`src/rtl/owbm_pkg.sv`:
```
// package for the 1-wire bus master: types, codes and timing register helpers
`default_nettype none

package owbm_pkg;

	localparam int COUNT_WIDTH_DEF = 12;
	localparam int REG_WIDTH       = 12;
	localparam int APB_ADDR_WIDTH  = 5;
	localparam int APB_DATA_WIDTH  = 32;

	localparam logic [1:0] OP_TICK  = 2'd0;
	localparam logic [1:0] OP_RESET = 2'd1;
	localparam logic [1:0] OP_WRITE = 2'd2;
	localparam logic [1:0] OP_READ  = 2'd3;

	localparam logic [2:0] REG_RESET_LOW      = 3'd0;
	localparam logic [2:0] REG_PRESENCE_WAIT  = 3'd1;
	localparam logic [2:0] REG_RESET_RECOVERY = 3'd2;
	localparam logic [2:0] REG_SLOT_LOW       = 3'd3;
	localparam logic [2:0] REG_READ_SAMPLE    = 3'd4;
	localparam logic [2:0] REG_SLOT_HOLD      = 3'd5;
	localparam logic [2:0] REG_SLOT_RECOVERY  = 3'd6;

	localparam logic [11:0] DEF_RESET_LOW      = 12'd480;
	localparam logic [11:0] DEF_PRESENCE_WAIT  = 12'd70;
	localparam logic [11:0] DEF_RESET_RECOVERY = 12'd410;
	localparam logic [7:0]  DEF_SLOT_LOW       = 8'd5;
	localparam logic [7:0]  DEF_READ_SAMPLE    = 8'd5;
	localparam logic [11:0] DEF_SLOT_HOLD      = 12'd60;
	localparam logic [7:0]  DEF_SLOT_RECOVERY  = 8'd2;

	typedef enum logic [3:0] {
		PH_IDLE     = 4'd0,
		PH_RST_LOW  = 4'd1,
		PH_RST_WAIT = 4'd2,
		PH_RST_REC  = 4'd3,
		PH_W_LOW    = 4'd4,
		PH_W_HOLD   = 4'd5,
		PH_W_REC    = 4'd6,
		PH_R_LOW    = 4'd7,
		PH_R_WAIT   = 4'd8,
		PH_R_HOLD   = 4'd9,
		PH_R_REC    = 4'd10
	} phase_t;

	typedef struct packed {
		logic [1:0] op;
		logic [7:0] write_byte;
		logic       line_level;
	} in_t;

	typedef struct packed {
		logic       drive_low;
		logic       busy_res;
		logic       done_res;
		logic       presence_seen;
		logic [7:0] read_byte;
	} out_t;

	typedef struct packed {
		logic [11:0] reset_low;
		logic [11:0] presence_wait;
		logic [11:0] reset_recovery;
		logic [7:0]  slot_low;
		logic [7:0]  read_sample;
		logic [11:0] slot_hold;
		logic [7:0]  slot_recovery;
	} cfg_t;

	// raw timing value that governs a phase
	function automatic logic [REG_WIDTH-1:0] phase_limit(input cfg_t cfg, input phase_t ph);
		logic [REG_WIDTH-1:0] v;
		begin
			unique case (ph) inside
				PH_RST_LOW:           v = cfg.reset_low;
				PH_RST_WAIT:          v = cfg.presence_wait;
				PH_RST_REC:           v = cfg.reset_recovery;
				PH_W_LOW, PH_R_LOW:   v = REG_WIDTH'(cfg.slot_low);
				PH_R_WAIT:            v = REG_WIDTH'(cfg.read_sample);
				PH_W_HOLD, PH_R_HOLD: v = cfg.slot_hold;
				default:              v = REG_WIDTH'(cfg.slot_recovery);
			endcase
			return v;
		end
	endfunction

endpackage

`default_nettype wire

```
`src/rtl/owbm_regs.sv`:
```
// apb timing register file for the 1-wire bus master
`default_nettype none

module owbm_regs (
	input  wire                                 clk,
	input  wire                                 arst_n,
	input  wire                                 psel,
	input  wire                                 penable,
	input  wire                                 pwrite,
	input  wire [owbm_pkg::APB_ADDR_WIDTH-1:0]  paddr,
	input  wire [owbm_pkg::APB_DATA_WIDTH-1:0]  pwdata,
	output logic [owbm_pkg::APB_DATA_WIDTH-1:0] prdata,
	output logic                                pready,
	output owbm_pkg::cfg_t                      cfg
);
	import owbm_pkg::*;

	cfg_t       cfg_q;
	logic [2:0] idx;
	logic       wr_en;

	assign idx    = paddr[4:2];
	assign wr_en  = psel && penable && pwrite;
	assign pready = 1'b1;
	assign cfg    = cfg_q;

	always_ff @(posedge clk or negedge arst_n) begin
		if (!arst_n) begin
			cfg_q.reset_low      <= DEF_RESET_LOW;
			cfg_q.presence_wait  <= DEF_PRESENCE_WAIT;
			cfg_q.reset_recovery <= DEF_RESET_RECOVERY;
			cfg_q.slot_low       <= DEF_SLOT_LOW;
			cfg_q.read_sample    <= DEF_READ_SAMPLE;
			cfg_q.slot_hold      <= DEF_SLOT_HOLD;
			cfg_q.slot_recovery  <= DEF_SLOT_RECOVERY;
		end else if (wr_en) begin
			unique case (idx)
				REG_RESET_LOW:      cfg_q.reset_low      <= pwdata[11:0];
				REG_PRESENCE_WAIT:  cfg_q.presence_wait  <= pwdata[11:0];
				REG_RESET_RECOVERY: cfg_q.reset_recovery <= pwdata[11:0];
				REG_SLOT_LOW:       cfg_q.slot_low       <= pwdata[7:0];
				REG_READ_SAMPLE:    cfg_q.read_sample    <= pwdata[7:0];
				REG_SLOT_HOLD:      cfg_q.slot_hold      <= pwdata[11:0];
				REG_SLOT_RECOVERY:  cfg_q.slot_recovery  <= pwdata[7:0];
				default: ;
			endcase
		end
	end

	always_comb begin
		unique case (idx)
			REG_RESET_LOW:      prdata = APB_DATA_WIDTH'(cfg_q.reset_low);
			REG_PRESENCE_WAIT:  prdata = APB_DATA_WIDTH'(cfg_q.presence_wait);
			REG_RESET_RECOVERY: prdata = APB_DATA_WIDTH'(cfg_q.reset_recovery);
			REG_SLOT_LOW:       prdata = APB_DATA_WIDTH'(cfg_q.slot_low);
			REG_READ_SAMPLE:    prdata = APB_DATA_WIDTH'(cfg_q.read_sample);
			REG_SLOT_HOLD:      prdata = APB_DATA_WIDTH'(cfg_q.slot_hold);
			REG_SLOT_RECOVERY:  prdata = APB_DATA_WIDTH'(cfg_q.slot_recovery);
			default:            prdata = '0;
		endcase
	end

endmodule

`default_nettype wire

```
`src/rtl/owbm_seq.sv`:
```
// 1-wire phase sequencer: one tick request per step
`default_nettype none

module owbm_seq #(
	parameter int COUNT_WIDTH = owbm_pkg::COUNT_WIDTH_DEF
) (
	input  wire            clk,
	input  wire            arst_n,
	input  wire            step,
	input  owbm_pkg::in_t  item,
	input  owbm_pkg::cfg_t cfg,
	output owbm_pkg::out_t res
);
	import owbm_pkg::*;

	localparam int LIM_W = (COUNT_WIDTH > REG_WIDTH) ? COUNT_WIDTH : REG_WIDTH;
	localparam logic [COUNT_WIDTH-1:0] CNT_MAX = '1;

	phase_t                 phase_q, phase_d, ph;
	logic [COUNT_WIDTH-1:0] tick_q, tick_d, tick_b, tick_inc, lim;
	logic [2:0]             bit_q, bit_d, bit_b;
	logic [7:0]             shift_q, shift_d, shift_b;
	logic                   presence_q, presence_d;
	logic [7:0]             last_q, last_d;
	logic                   done_c;
	logic                   drive_c;
	logic [REG_WIDTH-1:0]   raw;
	logic [LIM_W-1:0]       lim_ext;

	// effective timing limit: zero acts as one, saturate at counter range
	always_comb begin
		raw     = phase_limit(cfg, ph);
		lim_ext = LIM_W'(raw);
		if (raw == '0)
			lim_ext = LIM_W'(1);
		if (lim_ext > LIM_W'(CNT_MAX))
			lim_ext = LIM_W'(CNT_MAX);
		lim = lim_ext[COUNT_WIDTH-1:0];
	end

	always_comb begin : next_state
		ph         = phase_q;
		tick_b     = tick_q;
		bit_b      = bit_q;
		shift_b    = shift_q;
		if (phase_q == PH_IDLE) begin
			tick_b = '0;
			bit_b  = '0;
			unique case (item.op)
				OP_RESET: ph = PH_RST_LOW;
				OP_WRITE: begin
					shift_b = item.write_byte;
					ph      = PH_W_LOW;
				end
				OP_READ: begin
					shift_b = '0;
					ph      = PH_R_LOW;
				end
				default: ;
			endcase
		end
		tick_inc   = tick_b + 1'b1;
		phase_d    = ph;
		tick_d     = tick_b;
		bit_d      = bit_b;
		shift_d    = shift_b;
		presence_d = presence_q;
		last_d     = last_q;
		done_c     = 1'b0;
		if (ph != PH_IDLE) begin
			tick_d = tick_inc;
			if (tick_inc >= lim) begin
				tick_d = '0;
				unique case (ph)
					PH_IDLE:     ;
					PH_RST_LOW:  phase_d = PH_RST_WAIT;
					PH_RST_WAIT: begin
						presence_d = ~item.line_level;
						phase_d    = PH_RST_REC;
					end
					PH_RST_REC: begin
						if (presence_q) begin
							phase_d = PH_IDLE;
							done_c  = 1'b1;
						end else begin
							phase_d = PH_RST_LOW;
						end
					end
					PH_W_LOW:    phase_d = PH_W_HOLD;
					PH_W_HOLD: begin
						shift_d = {1'b0, shift_b[7:1]};
						if (bit_b == 3'd7) begin
							phase_d = PH_IDLE;
							done_c  = 1'b1;
							bit_d   = '0;
						end else begin
							bit_d   = bit_b + 3'd1;
							phase_d = PH_W_REC;
						end
					end
					PH_W_REC:    phase_d = PH_W_LOW;
					PH_R_LOW:    phase_d = PH_R_WAIT;
					PH_R_WAIT: begin
						shift_d = {item.line_level, shift_b[7:1]};
						phase_d = PH_R_HOLD;
					end
					PH_R_HOLD: begin
						if (bit_b == 3'd7) begin
							last_d  = shift_b;
							phase_d = PH_IDLE;
							done_c  = 1'b1;
							bit_d   = '0;
						end else begin
							bit_d   = bit_b + 3'd1;
							phase_d = PH_R_REC;
						end
					end
					PH_R_REC:    phase_d = PH_R_LOW;
					default:     phase_d = PH_IDLE;
				endcase
			end
		end
	end

	always_comb begin : outputs
		unique case (ph) inside
			PH_RST_LOW, PH_W_LOW, PH_R_LOW: drive_c = 1'b1;
			PH_W_HOLD:                      drive_c = ~shift_b[0];
			default:                        drive_c = 1'b0;
		endcase
		res.drive_low     = drive_c;
		res.busy_res      = (phase_d != PH_IDLE);
		res.done_res      = done_c;
		res.presence_seen = presence_d;
		res.read_byte     = last_d;
	end

	always_ff @(posedge clk or negedge arst_n) begin
		if (!arst_n) begin
			phase_q    <= PH_IDLE;
			tick_q     <= '0;
			bit_q      <= '0;
			shift_q    <= '0;
			presence_q <= 1'b0;
			last_q     <= '0;
		end else if (step) begin
			phase_q    <= phase_d;
			tick_q     <= tick_d;
			bit_q      <= bit_d;
			shift_q    <= shift_d;
			presence_q <= presence_d;
			last_q     <= last_d;
		end
	end

	a_done_not_busy: assert property (@(posedge clk) disable iff (!arst_n)
		step && res.done_res |-> !res.busy_res)
		else $error("done raised while still busy");

	a_done_to_idle: assert property (@(posedge clk) disable iff (!arst_n)
		step && res.done_res |=> phase_q == PH_IDLE)
		else $error("sequencer not idle after completion");

	a_idle_bit_clear: assert property (@(posedge clk) disable iff (!arst_n)
		phase_q == PH_IDLE |-> bit_q == 3'd0)
		else $error("bit index left set while idle");

	a_idle_tick_quiet: assert property (@(posedge clk) disable iff (!arst_n)
		step && phase_q == PH_IDLE && item.op == OP_TICK |-> !res.drive_low && !res.busy_res)
		else $error("idle tick drove the line");

endmodule

`default_nettype wire

```
`src/rtl/one_wire_bus_master_top.sv`:
```
// top level of the tick-driven 1-wire bus master
// each input request is one timing tick carrying an op (tick only, reset, write
// byte, read byte), the byte to write and the sampled bus level; each request
// yields exactly one result: drive_low for the open-drain pad, busy, done,
// the presence flag and the last byte read. commands start only when idle.
// the request is captured in an input register, the phase sequencer works on
// it from there and its result lands in the output register, so a result
// passes through both registers, and one request is taken every cycle while
// the receiver does not stall. the limit is the single sequencer pass per tick.
// when the receiver stalls, the output register holds its result and the
// input register holds one further request; after that the input side is
// stalled too, and nothing is lost or repeated.
// timing registers sit on an apb port at byte address 4*index, pready always
// high; write them only while no command is in progress.
// reset (arst_n low) returns the sequencer to idle, clears presence and the
// read byte, and loads the default timings.
`default_nettype none

module one_wire_bus_master_top #(
	parameter int COUNT_WIDTH = owbm_pkg::COUNT_WIDTH_DEF
) (
	input  wire                                 clk,
	input  wire                                 arst_n,
	input  wire                                 in_valid,
	output logic                                in_stall,
	input  owbm_pkg::in_t                       in_data,
	output logic                                out_valid,
	input  wire                                 out_stall,
	output owbm_pkg::out_t                      out_data,
	input  wire                                 psel,
	input  wire                                 penable,
	input  wire                                 pwrite,
	input  wire [owbm_pkg::APB_ADDR_WIDTH-1:0]  paddr,
	input  wire [owbm_pkg::APB_DATA_WIDTH-1:0]  pwdata,
	output logic [owbm_pkg::APB_DATA_WIDTH-1:0] prdata,
	output logic                                pready
);
	import owbm_pkg::*;

	cfg_t cfg;
	in_t  item_s1;
	logic valid_s1;
	out_t res;
	out_t out_q;
	logic out_valid_q;
	logic advance;
	logic accept;

	assign advance   = valid_s1 && !(out_valid_q && out_stall);
	assign in_stall  = valid_s1 && out_valid_q && out_stall;
	assign accept    = in_valid && !in_stall;
	assign out_valid = out_valid_q;
	assign out_data  = out_q;

	owbm_regs u_regs (
		.clk     (clk),
		.arst_n  (arst_n),
		.psel    (psel),
		.penable (penable),
		.pwrite  (pwrite),
		.paddr   (paddr),
		.pwdata  (pwdata),
		.prdata  (prdata),
		.pready  (pready),
		.cfg     (cfg)
	);

	owbm_seq #(
		.COUNT_WIDTH (COUNT_WIDTH)
	) u_seq (
		.clk    (clk),
		.arst_n (arst_n),
		.step   (advance),
		.item   (item_s1),
		.cfg    (cfg),
		.res    (res)
	);

	always_ff @(posedge clk or negedge arst_n) begin
		if (!arst_n) begin
			valid_s1 <= 1'b0;
		end else if (accept) begin
			valid_s1 <= 1'b1;
		end else if (advance) begin
			valid_s1 <= 1'b0;
		end
	end

	always_ff @(posedge clk) begin
		if (accept) begin
			item_s1 <= in_data;
		end
	end

	always_ff @(posedge clk or negedge arst_n) begin
		if (!arst_n) begin
			out_valid_q <= 1'b0;
		end else if (advance) begin
			out_valid_q <= 1'b1;
		end else if (!out_stall) begin
			out_valid_q <= 1'b0;
		end
	end

	always_ff @(posedge clk) begin
		if (advance) begin
			out_q <= res;
		end
	end

endmodule

`default_nettype wire
```
`config.mk`:
```
export PLATFORM = sky130hd
export DESIGN_NAME = one_wire_bus_master_top
export DESIGN_NICKNAME = d
export VERILOG_FILES = /design/src/rtl/owbm_pkg.sv /design/src/rtl/owbm_regs.sv /design/src/rtl/owbm_seq.sv /design/src/rtl/one_wire_bus_master_top.sv
export SDC_FILE = /design/constraint.sdc
export NUM_CORES = 1
export LEC_CHECK = 0
export BUFFER_PORTS_ARGS = -buffer_cell sky130_fd_sc_hd__buf_2
export CORE_UTILIZATION = 58
export CTS_CLUSTER_DIAMETER = 150
export CTS_CLUSTER_SIZE = 28
export DETAILED_ROUTE_END_ITERATION = 8
export GPL_TIMING_DRIVEN = 0
export PLACE_DENSITY = 0.79
export SLEW_MARGIN = 20
export SYNTH_ARGS = -nofsm -noshare
export SYNTH_HDL_FRONTEND = slang
export SYNTH_SLANG_ARGS = --single-unit
```
`constraint.sdc`:
```
create_clock -name clk -period 5.3 [get_ports clk]
set_clock_uncertainty 0.1 [all_clocks]
set_input_delay 0.795 -clock clk [delete_from_list [all_inputs] [get_ports clk]]
set_output_delay 0.795 -clock clk [all_outputs]
set_load 0.005 [all_outputs]
```
# Word-level counts from Yosys, hierarchy flattened
# Index checks and enable logic that the tools add are counted.
# totals
register_bits,133
elab_cells,117
# classes
n_reduce_logical,27
eq_ne,21
addsub,2
muxes,40
n_bitwise,2
order_cmp,2
# ops
cell,count
$pmux 12 s7,1
$pmux 12 s6,1
$mux 12,5
$mux 8,7
$pmux 4 s11,1
$pmux 8 s2,2
$mux 3,6
$eq 4x3->1 const B,4
$mux 4,4
$reduce_and 2->1,8
$add 12x1->12 const B,1
$eq 3x3->1 const B,4
$eq 4x4->1 const B,3
$ge 12x12->1,1
$gt 12x12->1 const B,1
$logic_not 12->1,1
$pmux 4 s3,1
$mux 1,10
$eq 4x2->1 const B,2
$logic_not 4->1,2
$reduce_bool 4->1,2
$logic_and 1x1->1,7
$eq 3x2->1 const B,2
$eq 2x2->1 const B,2
other kinds (12),16

# Logic depth before layout (Yosys ltp)
# Gate-level depths: netlist of the first run.
# depth
depth_word,14
mapped_depth,19
ltp_nobuf,15

# Modules after synthesis
# A second synthesis of the first run with hierarchy kept.
# unflattened
cells_unflattened,698
area_unflattened_um2,7883.8
# by_module_without_submodules
mod,n_inst,area_each_um2,cells_each
owbm_regs,1,3638.5,269
owbm_seq,1,3462.1,398
one_wire_bus_master_top,1,783.3,31

# Worst setup path before layout of the first run
# OpenSTA, ideal clock, no wires.
# synth_path
kind,flip-flop to flip-flop
start,reg u_seq.phase_q[2]
end,"reg out_q (netlist bit out_data[3]), data pin"
setup_ps,260
arrival_ps,3884
t_required_ps,4940
setup_slack_ps,1056
n_path_buf,4
stages_incl_launch_ff,20
cell_sequence,dfrtp_1 -> or4_1 -> clkbuf_1 -> clkbuf_1 -> and2_1 -> ha_1 -> nand3_1 -> nor2_1 -> nand4_1 -> xor2_1 -> nor2_1 -> ha_1 -> a21o_1 -> a21o_1 -> a21oi_1 -> o21ai_1 -> and3_1 -> buf_2 -> buf_6 -> mux2_2
# synth_rtl
item,line,source
"start, declared",owbm_seq.sv:19,"phase_t phase_q, phase_d, ph;"
"start signal, assigned",owbm_seq.sv:147,phase_q <= phase_d;
"end signal, assigned",one_wire_bus_master_top.sv:107,out_q <= res;
"end, declared",one_wire_bus_master_top.sv:44,out_t out_q;

==> impl_results.md, run 1 <==
- Max stage delay on crit path: 520 ps
- Total power divided by cell area: 493.1 nW/um^2
- Share of synthesized area occupied by flip-flops and latches: 45.64%
- Unrepaired setup endpoints after global routing: false
- Count of cells along the worst register-to-register path: 19
- Final critical-path required period: 5029 ps
- Via count of the first global-routing pass: 6064
- Number of distinct library cells after synthesis: 71
- Final Wtd Congestion: 0.8855
- Main combinational cell family by area after synthesis: compound AO/OA/AOI/OAI gates
- Largest cells by area after synthesis: sky130_fd_sc_hd__dfrtp_1, sky130_fd_sc_hd__mux2_2, sky130_fd_sc_hd__edfxtp_1
- Signed area change from the synthesized netlist to the final layout: 15.93%
- Synth Area in Compound Gates: 16.54%
- Most repeated cell in the gate-level netlist after synthesis: sky130_fd_sc_hd__mux2_2
- Area taken by flip-flops and latches: 3470 sq um
- Antenna-violating nets left: 0
- # port buffers: 57
- Via count: 6211
- Status: complete, no violations
- Data required time of the worst path: 5370 ps
- Internal Power: 2.672 mW
- H-tree levels: 4
- Kind of critical path: flip-flop to flip-flop
- First-pass GRT wire length: 32.13 mm
- Number of vias per cell: 6.306
- Most used flip-flop cell after synthesis: sky130_fd_sc_hd__dfrtp_1
- Core Box Area: 12720 sq um
- Critical path's most frequent cell: sky130_fd_sc_hd__nor2_1
- Post-route cell area: 8813 sq um
- Proportion of synthesized area in mux cells: 15.98%
- XOR/XNOR Fraction of Synth Area: 1.267%
- Worst Path Arrival: 5100 ps
- Area of the multi-input gates: 3796 sq um
- Iteration count of the initial detailed-routing pass: 5
- PnR Total Power: 4.346 mW
- Setup TNS: 0 ps
- Cell Area, Synth: 7602 sq um
- Max rail drop VDD: 0.3014 mV
- Total DRC errors in the routed layout: 0
- # Post-CTS Setup Buffers: 0
- Worst hold path type: input port to async pin
- Horizontal die dimension: 116.5 microns
- Measured slew at the worst slew-check pin: 953.0 ps
- Clock tree from TritonCTS: done
- Vertical die dimension: 116.5 microns
- Count of antenna diodes in the layout: 0
- Peak clock frequency supported by timing: 198.8 MHz
- Non-filler cells in the finished layout: 985
- Maximum number of pins on one net before global-route repair: 65
- I/O pin total: 102
- Number of storage elements in the synthesis netlist: 133
- Setup violation total in the final timing report: 0
- Overall overflow remaining after global route: 0
- Post-layout util: 69.28%
- Worst hold margin: 198.8 ps
- Asr flop ratio synth: 82.71%
- Clk Latency, worst-skew pair: 430 ps
- Post-Syn Area per Cell: 10.80 sq um
- Maximum fanout along the worst path: 10
- Initial core utilization: 59.76%
- Count of flip-flops with a built-in enable after synthesis: 23
- Total of warnings raised by yosys: 0
- Crit end category: flip-flop
- Yosys top cell by area: sky130_fd_sc_hd__dfrtp_1
- Hold buffers post-CTS: 0
- NetSw: 1.674 mW
- Gate Count Post-Synth: 704
- Number of antenna violations at the first check in global routing: 0
- DPL Wire Length: 14.01 mm
- Max-slew headroom: 36.19%
- Register share of total power: 33.0%
- Nature of the critical path startpoint: flip-flop
- Clock-pin slew on the worst setup and hold paths: 60 ps
- Final period util: 94.89%
- Number of max-slew violations in the final report: 0
- Fraction of post-synthesis cell area in the top cell type by area: 29.30%
- Number of buffers created by CTS: 17
- Wire length reported by the detailed router: 20.02 mm
- Cell Count Post-Placement: 953
- Number of rows created at floorplan: 41
- GRT Total Usage: 31.96%
- Slowest cell on crit path: sky130_fd_sc_hd__dfrtp_1
- Proportion of power drawn by the clock network: 27.0%
- Fill cell instance count of the final layout: 1002
- Net total in the final layout: 870
- Instance area after placement: 8214 sq um
- Buffer levels on the longest clock path: 2
- Worst setup margin: 270.6 ps
- Cell types with the highest counts after synthesis: sky130_fd_sc_hd__mux2_2, sky130_fd_sc_hd__dfrtp_1, sky130_fd_sc_hd__nor2_1
- Synthesized-area fraction occupied by adder cells: 2.469%
- Switching Fraction: 38.51%
- Number of failing hold endpoints at the final stage: 0
- Resized cells post-CTS: 0
- Clock root cell: sky130_fd_sc_hd__clkbuf_16
- Total number of clock tree sinks: 133
- Detailed Route Iter0 Violations: 561
- Critical path cell sequence: or4_1 -> clkbuf_1 -> clkbuf_2 -> and2_1 -> ha_1 -> nand3_1 -> nor2_1 -> nand4_1 -> nor2_1 -> xnor2_1 -> nor2_1 -> ha_1 -> a21o_1 -> a21oi_1 -> o21ai_2 -> and3_1 -> buf_2 -> buf_6 -> mux2_2
- WL/cell: 20.33 microns
- Floorplan die area: 13570 sq um
- Leakage power figure: 3.911 nW
- Share of cells above drive strength 1: 32.35%
- DP Worst Slack: 130.8 ps
- Share of synthesized cell area in and, or, nand and nor gates: 12.51%
- Part of the power in combinational logic: 40.0%
- Max-cap viol count: 0
==> cell families after synthesis <==
family	count (synthesis)
AO/OA/AOI/OAI	170
XOR/XNOR	11
adder cells (fa/ha/maj)	15
buffers and inverters	80
flip-flops	133
multiplexers	105
other	2
AND/OR/NAND/NOR	188
==> routing by layer <==
layer / share of wire [%] / global-route usage (%) / vias up
met2: 48 / 51.12 / 340
met5: 0 / 0 / -
met3: 8.3 / 8.511 / 58
met4: 3.2 / 13.93 / 0
li1: - / - / 2777
met1: 41 / 40.96 / 3036
==> power by group through the flow <==
stage               sequential (mW)  combinational, mW  clock (mW)
CTS                            1.43               1.70        1.18
floorplan                      1.39               1.22           0
global route                   1.46               1.89        1.23
detailed placement             1.44               1.69           0
finish                         1.43               1.74        1.17
global placement               1.43               1.63           0
==> path summary, 6_finish.rpt <==
check                                 start               end  slack (ps)
max in group asynchronous            arst_n    u_regs.cfg[12]        4190
hold reg to reg            u_seq.shift_q[2]  u_seq.shift_q[2]         380
hold / removal                       arst_n   u_seq.tick_q[6]         200
min in group clk           u_seq.shift_q[2]  u_seq.shift_q[2]         380
setup / recovery           u_seq.phase_q[1]       out_data[3]         270
setup reg to reg           u_seq.phase_q[1]       out_data[3]         270
==> registers in the layout, summed over array words and instances (netlist names) <==
name,flops
item_s1,11
out_data,12
out_valid,1
u_regs.cfg,72
u_seq.bit_q,3
u_seq.last_q,8
u_seq.phase_q,4
u_seq.presence_q,1
u_seq.shift_q,8
u_seq.tick_q,12
valid_s1,1
==> critical path, delay by kind of cell, from the launching register on <==
family | cells | cell delay [ps]
fa+ha+maj | 2 | 550
flops | 1 | 520
mux | 1 | 270
buf+inv | 4 | 890
compound gates | 3 | 640
simple gates | 8 | 1640
xor+xnor | 1 | 150
==> placed cells by master, fill, tap and decap left out, drive strengths merged, types with 16 or more instances in the layout <==
cell    netlist  routed
edfxtp       23      23
buf          42     100
and2         16      16
o21ai        39      39
dfstp        21      21
nand2        43      43
nand3        20      20
nor2         49      49
clkbuf       24      50
conb          2      21
mux2         91      91
a22o         20      20
dfrtp        89      89
a21oi        23      23
==> final cells by class <==
cell class,count,area share (%)
multi-input combinational,510,43.07
sequential,133,39.37
clock buffer,26,6.034
buffer,66,4.174
timing repair buffer,58,3.620
tap,172,2.442
clock inverter,6,0.6956
inverter,14,0.5963
Power figures use the tool's default switching activity.
==> inputs of run 2 (changes only) <==
--- a/config.mk
+++ b/config.mk
@@ -5,6 +5,7 @@
 export SDC_FILE = /design/constraint.sdc
 export NUM_CORES = 1
 export LEC_CHECK = 0
+export ABC_AREA = 1
 export BUFFER_PORTS_ARGS = -buffer_cell sky130_fd_sc_hd__buf_2
 export CORE_UTILIZATION = 58
 export CTS_CLUSTER_DIAMETER = 150
==> run 2 against run 1 <==
Net effect: the run now ends with design-rule violations left; register-to-register slack improved by 440 ps; synthesized cell count rose by 38%; core utilization is 0.52 points lower; sequential power decreased by 3%; area after synthesis down 1.8%; non-clock buffer count is 12 lower; combinational power down 9.8%; largest cell class is now registers.
==> impl_results.md, run 2 <==
- Status: complete, but fails checks
- Violated checks: design-rule violations
- Nature of the critical path startpoint: flip-flop
- Post-Syn Area per Cell: 7.707 sq um (-29%)
- GRT Total Usage: 33.55% (+1.6 points)
- Register-to-Register Setup Slack: 710 ps (+440 ps)
- Total DRC errors in the routed layout: 1 (+1)
- Measured slew at the worst slew-check pin: 828.5 ps (-124.5 ps)
- WL/cell: 16.45 microns (-19%)
- Largest cells by area after synthesis: sky130_fd_sc_hd__dfrtp_1, sky130_fd_sc_hd__nand2_1, sky130_fd_sc_hd__edfxtp_1
- Max-slew headroom: 44.34% (+8.2 points)
- Max stage delay on crit path: 440 ps (-80 ps)
- Most repeated cell in the gate-level netlist after synthesis: sky130_fd_sc_hd__nand2_1
- Initial core utilization: 59.42% (-0.33 points)
- Final period util: 86.59% (-8.3 points)
- Maximum number of pins on one net before global-route repair: 75 (+15%)
- Asr flop ratio synth: 82.71% (unchanged)
- Buffer levels on the longest clock path: 2 (unchanged)
- Via count of the first global-routing pass: 6705 (+11%)
- Fraction of post-synthesis cell area in the top cell type by area: 29.82% (+0.53 points)
- Number of distinct library cells after synthesis: 42 (-41%)
- Resized cells post-CTS: 0 (unchanged)
- Overall overflow remaining after global route: 0 (unchanged)
- Worst Path Arrival: 4640 ps (-460 ps)
- H-tree levels: 4 (unchanged)
- NetSw: 1.628 mW (-2.7%)
- # Post-CTS Setup Buffers: 0 (unchanged)
- Fill cell instance count of the final layout: 1055 (+5.3%)
- Unrepaired setup endpoints after global routing: false
- Clk Latency, worst-skew pair: 430 ps (about the same)
- Cell Count Post-Placement: 1218 (+28%)
- Hold buffers post-CTS: 0 (unchanged)
- Final critical-path required period: 4589 ps (-440.2 ps)
- Number of flip-flops under the largest register name: 72 (unchanged)
- Worst hold path type: input port to async pin
- Maximum fanout along the worst path: 10 (unchanged)
- Worst hold margin: 162.9 ps (-35.96 ps)
- Clock root cell: sky130_fd_sc_hd__clkbuf_16
- Horizontal die dimension: 115.5 microns (-0.87%)
- Number of vias per cell: 5.578 (-12%)
- Wire length reported by the detailed router: 20.56 mm (+2.7%)
- Number of failing hold endpoints at the final stage: 0 (unchanged)
- Most used flip-flop cell after synthesis: sky130_fd_sc_hd__dfrtp_1
- Yosys top cell by area: sky130_fd_sc_hd__dfrtp_1
- Core Box Area: 12570 sq um (-1.2%)
- DPL Wire Length: 14.33 mm (+2.3%)
- Count of cells along the worst register-to-register path: 28 (+9)
- Beginning of the worst register-to-register path: u_seq.phase_q[2]
- Cell Area, Synth: 7468 sq um (-1.8%)
- Vertical die dimension: 115.5 microns (-0.87%)
- Total number of clock tree sinks: 133 (unchanged)
- Setup crit start: u_seq.phase_q[2]
- Number of buffers created by CTS: 17 (unchanged)
- Proportion of power drawn by the clock network: 27.7% (+0.7 points)
- Most common cell after layout, fill and taps aside: sky130_fd_sc_hd__nand2_1
- Share of synthesized area occupied by flip-flops and latches: 46.46% (+0.82 points)
- Number of antenna violations at the first check in global routing: 0 (unchanged)
- Net total in the final layout: 1135 (+30%)
- Leakage power figure: 4.253 nW (+8.7%)
- Slowest cell on crit path: sky130_fd_sc_hd__dfrtp_1
- Peak clock frequency supported by timing: 217.9 MHz (+9.6%)
- DP Worst Slack: 793.9 ps (+663.0 ps)
- Signed area change from the synthesized netlist to the final layout: 15.71%
- I/O pin total: 102 (unchanged)
- Antenna-violating nets left: 0 (unchanged)
- Count of antenna diodes in the layout: 0 (unchanged)
- Gate Count Post-Synth: 969 (+38%)
- Commonest cells after routing, fill and taps aside: sky130_fd_sc_hd__nand2_1, sky130_fd_sc_hd__o21ai_0, sky130_fd_sc_hd__inv_1, sky130_fd_sc_hd__dfrtp_1, sky130_fd_sc_hd__nor2_1
- Worst setup margin: 710.8 ps (+440.2 ps)
- Number of rows created at floorplan: 41 (unchanged)
- First-pass GRT wire length: 33.52 mm (+4.3%)
- Iteration count of the initial detailed-routing pass: 9 (+4)
- Final Wtd Congestion: 0.9629 (+8.7%)
- Max rail drop VDD: 0.2788 mV (-7.5%)
- Critical path's most frequent cell: sky130_fd_sc_hd__nand2_1
- Max-cap viol count: 0 (unchanged)
- Total of warnings raised by yosys: 0 (unchanged)
- CP endpoint: out_data[10]
- Clock-pin slew on the worst setup and hold paths: 60 ps (about the same)
- Setup violation total in the final timing report: 0 (unchanged)
- Reg-to-reg critical path endpoint: out_data[10]
- Number of max-slew violations in the final report: 0 (unchanged)
- Part of the power in combinational logic: 38.3% (-1.7 points)
- Switching Fraction: 39.86% (+1.3 points)
- Kind of critical path: flip-flop to flip-flop
- Crit end category: flip-flop
- Setup TNS: 0 ps (unchanged)
- Register share of total power: 33.9% (+0.9 points)
- Number of storage elements in the synthesis netlist: 133 (unchanged)
- Cell types with the highest counts after synthesis: sky130_fd_sc_hd__nand2_1, sky130_fd_sc_hd__o21ai_0, sky130_fd_sc_hd__inv_1
- Internal Power: 2.456 mW (-8.1%)
- Clock tree from TritonCTS: done
- Detailed Route Iter0 Violations: 758 (+35%)
- Via count: 6972 (+12%)
- Count of flip-flops with a built-in enable after synthesis: 23 (unchanged)
- Floorplan die area: 13330 sq um (-1.7%)
- Non-filler cells in the finished layout: 1250 (+27%)
- Total power divided by cell area: 472.6 nW/um^2 (-4.2%)
- Share of cells above drive strength 1: 15.68% (-17 points)
- Data required time of the worst path: 5350 ps (-20 ps)
- # port buffers: 57 (unchanged)
==> run 2: cell types whose count changed after synthesis, moves of 24 or more <==
cell                      delta
sky130_fd_sc_hd__nand2_1   +232
sky130_fd_sc_hd__inv_1     +103
sky130_fd_sc_hd__mux2_2     -91
sky130_fd_sc_hd__o21ai_0    +91
sky130_fd_sc_hd__nor2_1     +24
==> run 2: how the worst min path moves through the flow <==
stage,slack [ps],startpoint,to,depth (start not counted)
final,160,arst_n,u_seq.shift_q[3],1
after global routing,190,arst_n,u_seq.shift_q[3],1
after CTS,180,arst_n,u_seq.shift_q[3],1
after detailed placement,350,valid_s1,out_valid,2
after global placement,340,valid_s1,out_valid,2
after floorplan,330,valid_s1,out_valid,2
==> run 2: logic make-up (layout without fill, tap and decap cells) <==
group | Yosys count | after routing | synth area share (%)
fa+ha+maj | 15 | 15 | 2.513
compound gates | 202 | 202 | 15.09
flops | 133 | 133 | 46.46
xor+xnor | 9 | 9 | 1.056
buf+inv | 178 | 268 | 10.22
simple gates | 430 | 430 | 24.56
other cells | 2 | 21 | 0.1006
==> run 2: area by class of cell <==
cell class	count	area, sq um	area share, %
multi-input combinational	677	3307	38.27
buffer	54	299.0	3.460
inverter	124	465.4	5.386
clock inverter	2	10.01	0.1158
timing repair buffer	58	319.1	3.692
tap	172	215.2	2.490
sequential	133	3470	40.15
clock buffer	30	556.8	6.443
==> run 2: critical path, delay by kind of cell (launching register included) <==
| kind | cells | cell delay, ps |
|---|---|---|
| buffers and inverters | 5 | 720 |
| adders and majority gates | 1 | 260 |
| and+or+nand+nor | 17 | 2050 |
| DFF | 1 | 440 |
| AOI/OAI and AO/OA | 5 | 740 |
==> run 2: per-layer routing <==
layer | track usage [%] | wire length [microns] | vias up
li1 | - | - | 3323
met1 | 41.62 | 8034 | 3198
met2 | 54.65 | 9815 | 376
met3 | 7.270 | 1834 | 75
met4 | 18.87 | 878 | 0
met5 | 0 | 0 | -
==> run 2: power by group through the flow <==
| stage | sequential [mW] | clock, mW | combinational [mW] |
|---|---|---|---|
| 3_3_place_gp | 1.39 | 0 | 1.49 |
| 5_1_grt | 1.41 | 1.17 | 1.78 |
| 3_5_place_dp | 1.40 | 0 | 1.53 |
| 2_1_floorplan | 1.37 | 0 | 1.09 |
| 6_report | 1.39 | 1.13 | 1.57 |
| 4_1_cts | 1.38 | 1.13 | 1.54 |
==> run 2: per-stage QoR <==
stage / instance area [sq um] / total power [mW] / utilization (%)
CTS: 8641 / 4.053 / 68.75
global route: 8642 / 4.355 / 68.76
finish: 8642 / 4.084 / 68.76
detailed placement: 8074 / 2.929 / 64.24
global placement: 8040 / 2.880 / 63.97
floorplan: 7540 / 2.457 / -
==> inputs of run 3 (changes only) <==
==> constraint.sdc (replaced) <==
create_clock -name clk -period 5.3 [get_ports clk]
set_clock_uncertainty 0.1 [all_clocks]
set_input_delay 0.53 -clock clk [delete_from_list [all_inputs] [get_ports clk]]
set_output_delay 0.53 -clock clk [all_outputs]
set_load 0.005 [all_outputs]
==> run 3 against run 2 <==
Net effect: the flow now finishes without violations; setup slack better by 10 ps; power hardly changed; first-iteration DRC count is 1.3% higher; core utilization is 0.080 points higher; sequential share of layout area hardly changed; combinational power hardly changed; register-to-register slack hardly changed; critical path depth stayed put.
==> impl_results.md, run 3 (synthesis results as in run 2) <==
- Max-slew headroom: 40.84% (-3.5 points)
- Total number of clock tree sinks: 133 (unchanged)
- Total DRC errors in the routed layout: 0 (-1)
- Clock tree from TritonCTS: done
- Number of antenna violations at the first check in global routing: 0 (unchanged)
- Net total in the final layout: 1136 (+0.088%)
- Setup TNS: 0 ps (unchanged)
- Post-layout util: 68.84% (+0.080 points)
- GRT Total Usage: 33.57% (about the same)
- Commonest cells after routing, fill and taps aside: sky130_fd_sc_hd__nand2_1, sky130_fd_sc_hd__o21ai_0, sky130_fd_sc_hd__inv_1, sky130_fd_sc_hd__dfrtp_1, sky130_fd_sc_hd__nor2_1
- Measured slew at the worst slew-check pin: 880.6 ps (+52.11 ps)
- First-pass GRT wire length: 33.55 mm (about the same)
- Antenna-violating nets left: 0 (unchanged)
- Critical path's most frequent cell: sky130_fd_sc_hd__nand2_1
- Max stage delay on crit path: 440 ps (about the same)
- Resized cells post-CTS: 0 (unchanged)
- Worst hold path type: input port to flip-flop
- Number of rows created at floorplan: 41 (unchanged)
- Number of max-slew violations in the final report: 0 (unchanged)
- Share of cells above drive strength 1: 15.66% (about the same)
- Unrepaired setup endpoints after global routing: false
- Clock root cell: sky130_fd_sc_hd__clkbuf_16
- Max-cap viol count: 0 (unchanged)
- Initial core utilization: 59.42% (unchanged)
- Buffering stage count on the worst path with inverters included: 5 (unchanged)
- Maximum fanout along the worst path: 10 (unchanged)
- Peak clock frequency supported by timing: 218.4 MHz (+0.22%)
- Final Wtd Congestion: 0.9629 (unchanged)
- H-tree levels: 4 (unchanged)
- Max rail drop VDD: 0.2808 mV (+0.71%)
- Non-filler cells in the finished layout: 1251 (+0.080%)
- Overall overflow remaining after global route: 0 (unchanged)
- Maximum number of pins on one net before global-route repair: 75 (unchanged)
- WL/cell: 16.39 microns (-0.35%)
- Vertical die dimension: 115.5 microns (unchanged)
- Core Box Area: 12570 sq um (unchanged)
- Setup violation total in the final timing report: 0 (unchanged)
- DPL Wire Length: 14.33 mm (unchanged)
- Nature of the critical path startpoint: flip-flop
- Final critical-path required period: 4579 ps (-10.17 ps)
- Count of antenna diodes in the layout: 0 (unchanged)
- Signed area change from the synthesized netlist to the final layout: 15.85%
- Slowest cell on crit path: sky130_fd_sc_hd__dfrtp_1
- Cell Count Post-Placement: 1218 (unchanged)
- Number of vias per cell: 5.548 (-0.52%)
- Horizontal die dimension: 115.5 microns (unchanged)
- Crit end category: flip-flop
- Kind of critical path: flip-flop to flip-flop
- Status: complete, no violations
- Iteration count of the initial detailed-routing pass: 6 (-3)
- Wire length reported by the detailed router: 20.51 mm (-0.27%)
- Worst Path Arrival: 4630 ps (about the same)
- # port buffers: 57 (unchanged)
- Clock-pin slew on the worst setup and hold paths: 60 ps (about the same)
- I/O pin total: 102 (unchanged)
- Buffer levels on the longest clock path: 2 (unchanged)
- Number of flip-flops under the largest register name: 72 (unchanged)
- Total power divided by cell area: 472.5 nW/um^2 (about the same)
- CP delay by family, top: simple AND/OR/NAND/NOR gates
- Data required time of the worst path: 5350 ps (about the same)
- Via count: 6941 (-0.44%)
- Final period util: 86.40% (-0.19 points)
- Number of failing hold endpoints at the final stage: 0 (unchanged)
- Clk Latency, worst-skew pair: 430 ps (about the same)
- Via count of the first global-routing pass: 6717 (+0.18%)
- Register-to-Register Setup Slack: 720 ps (about the same)
- Detailed Route Iter0 Violations: 768 (+1.3%)
- Number of buffers created by CTS: 17 (unchanged)
- Most common cell after layout, fill and taps aside: sky130_fd_sc_hd__nand2_1
- Leakage power figure: 4.258 nW (about the same)
- Floorplan die area: 13330 sq um (unchanged)
[run 3: cell count changes in the layout (fill, tap and decap cells not counted), sizes merged]
cell and change:
dlygate4sd3 +1
[run 3: metrics by stage]
| step | cell area (sq um) | power, mW | setup WS [ps] | hold slack, ps |
|---|---|---|---|---|
| floorplan | 7540 | 2.457 | 1635 | 134.4 |
| global placement | 8040 | 2.880 | 879.3 | 341.1 |
| detailed placement | 8074 | 2.929 | 793.9 | 348.7 |
| CTS | 8651 | 4.053 | 766.2 | 171.3 |
| global route | 8652 | 4.355 | 333.5 | 171.2 |
| finish | 8652 | 4.088 | 721.0 | 169.1 |
[run 3: worst register-to-register path, delay by kind of cell, from the launching register on]
kind	cells	cell delay, ps
AOI/OAI and AO/OA	5	740
and+or+nand+nor	17	2030
DFF	1	440
adders and majority gates	1	260
buffers and inverters	5	730
[run 3: worst paths after layout]
path	start	to	cells past startpoint
max in group asynchronous	arst_n	u_regs.cfg[43]	3
worst min-delay path	in_data[4]	item_s1[4]	1
min in group asynchronous	arst_n	u_seq.shift_q[3]	2
worst min register to register	valid_s1	out_valid	2
worst max-delay path	u_seq.phase_q[2]	out_data[10]	28
worst max register to register	u_seq.phase_q[2]	out_data[10]	28
[run 3: power breakdown]
group          total, mW  switching (mW)  internal, mW
Clock               1.13           0.432         0.703
Sequential          1.39           0.123          1.26
Combinational       1.57            1.08         0.490
[run 3: repair_timing]
item	CTS	global route
endpoints found under the hold margin	32	0
setup buffers	0	0
hold buffers	1	0
[run 3: layer usage]
layer / global-route usage [%] / vias to the layer above / wire length, microns
met3: 7.270 / 65 / 1713
met2: 54.73 / 342 / 9749
met5: 0 / - / 0
met4: 18.87 / 0 / 837
met1: 41.62 / 3214 / 8207
li1: - / 3320 / -
[run 3: cell type report]
| type | count | area [sq um] |
|---|---|---|
| Fill cell | 1054 | 3916 |
| Sequential cell | 133 | 3470 |
| Multi-Input combinational cell | 677 | 3307 |
| Clock buffer | 30 | 556.8 |
| Inverter | 124 | 465.4 |
| Timing Repair Buffer | 59 | 329.1 |
| Buffer | 54 | 299.0 |
| Tap cell | 172 | 215.2 |
| Clock inverter | 2 | 10.01 |
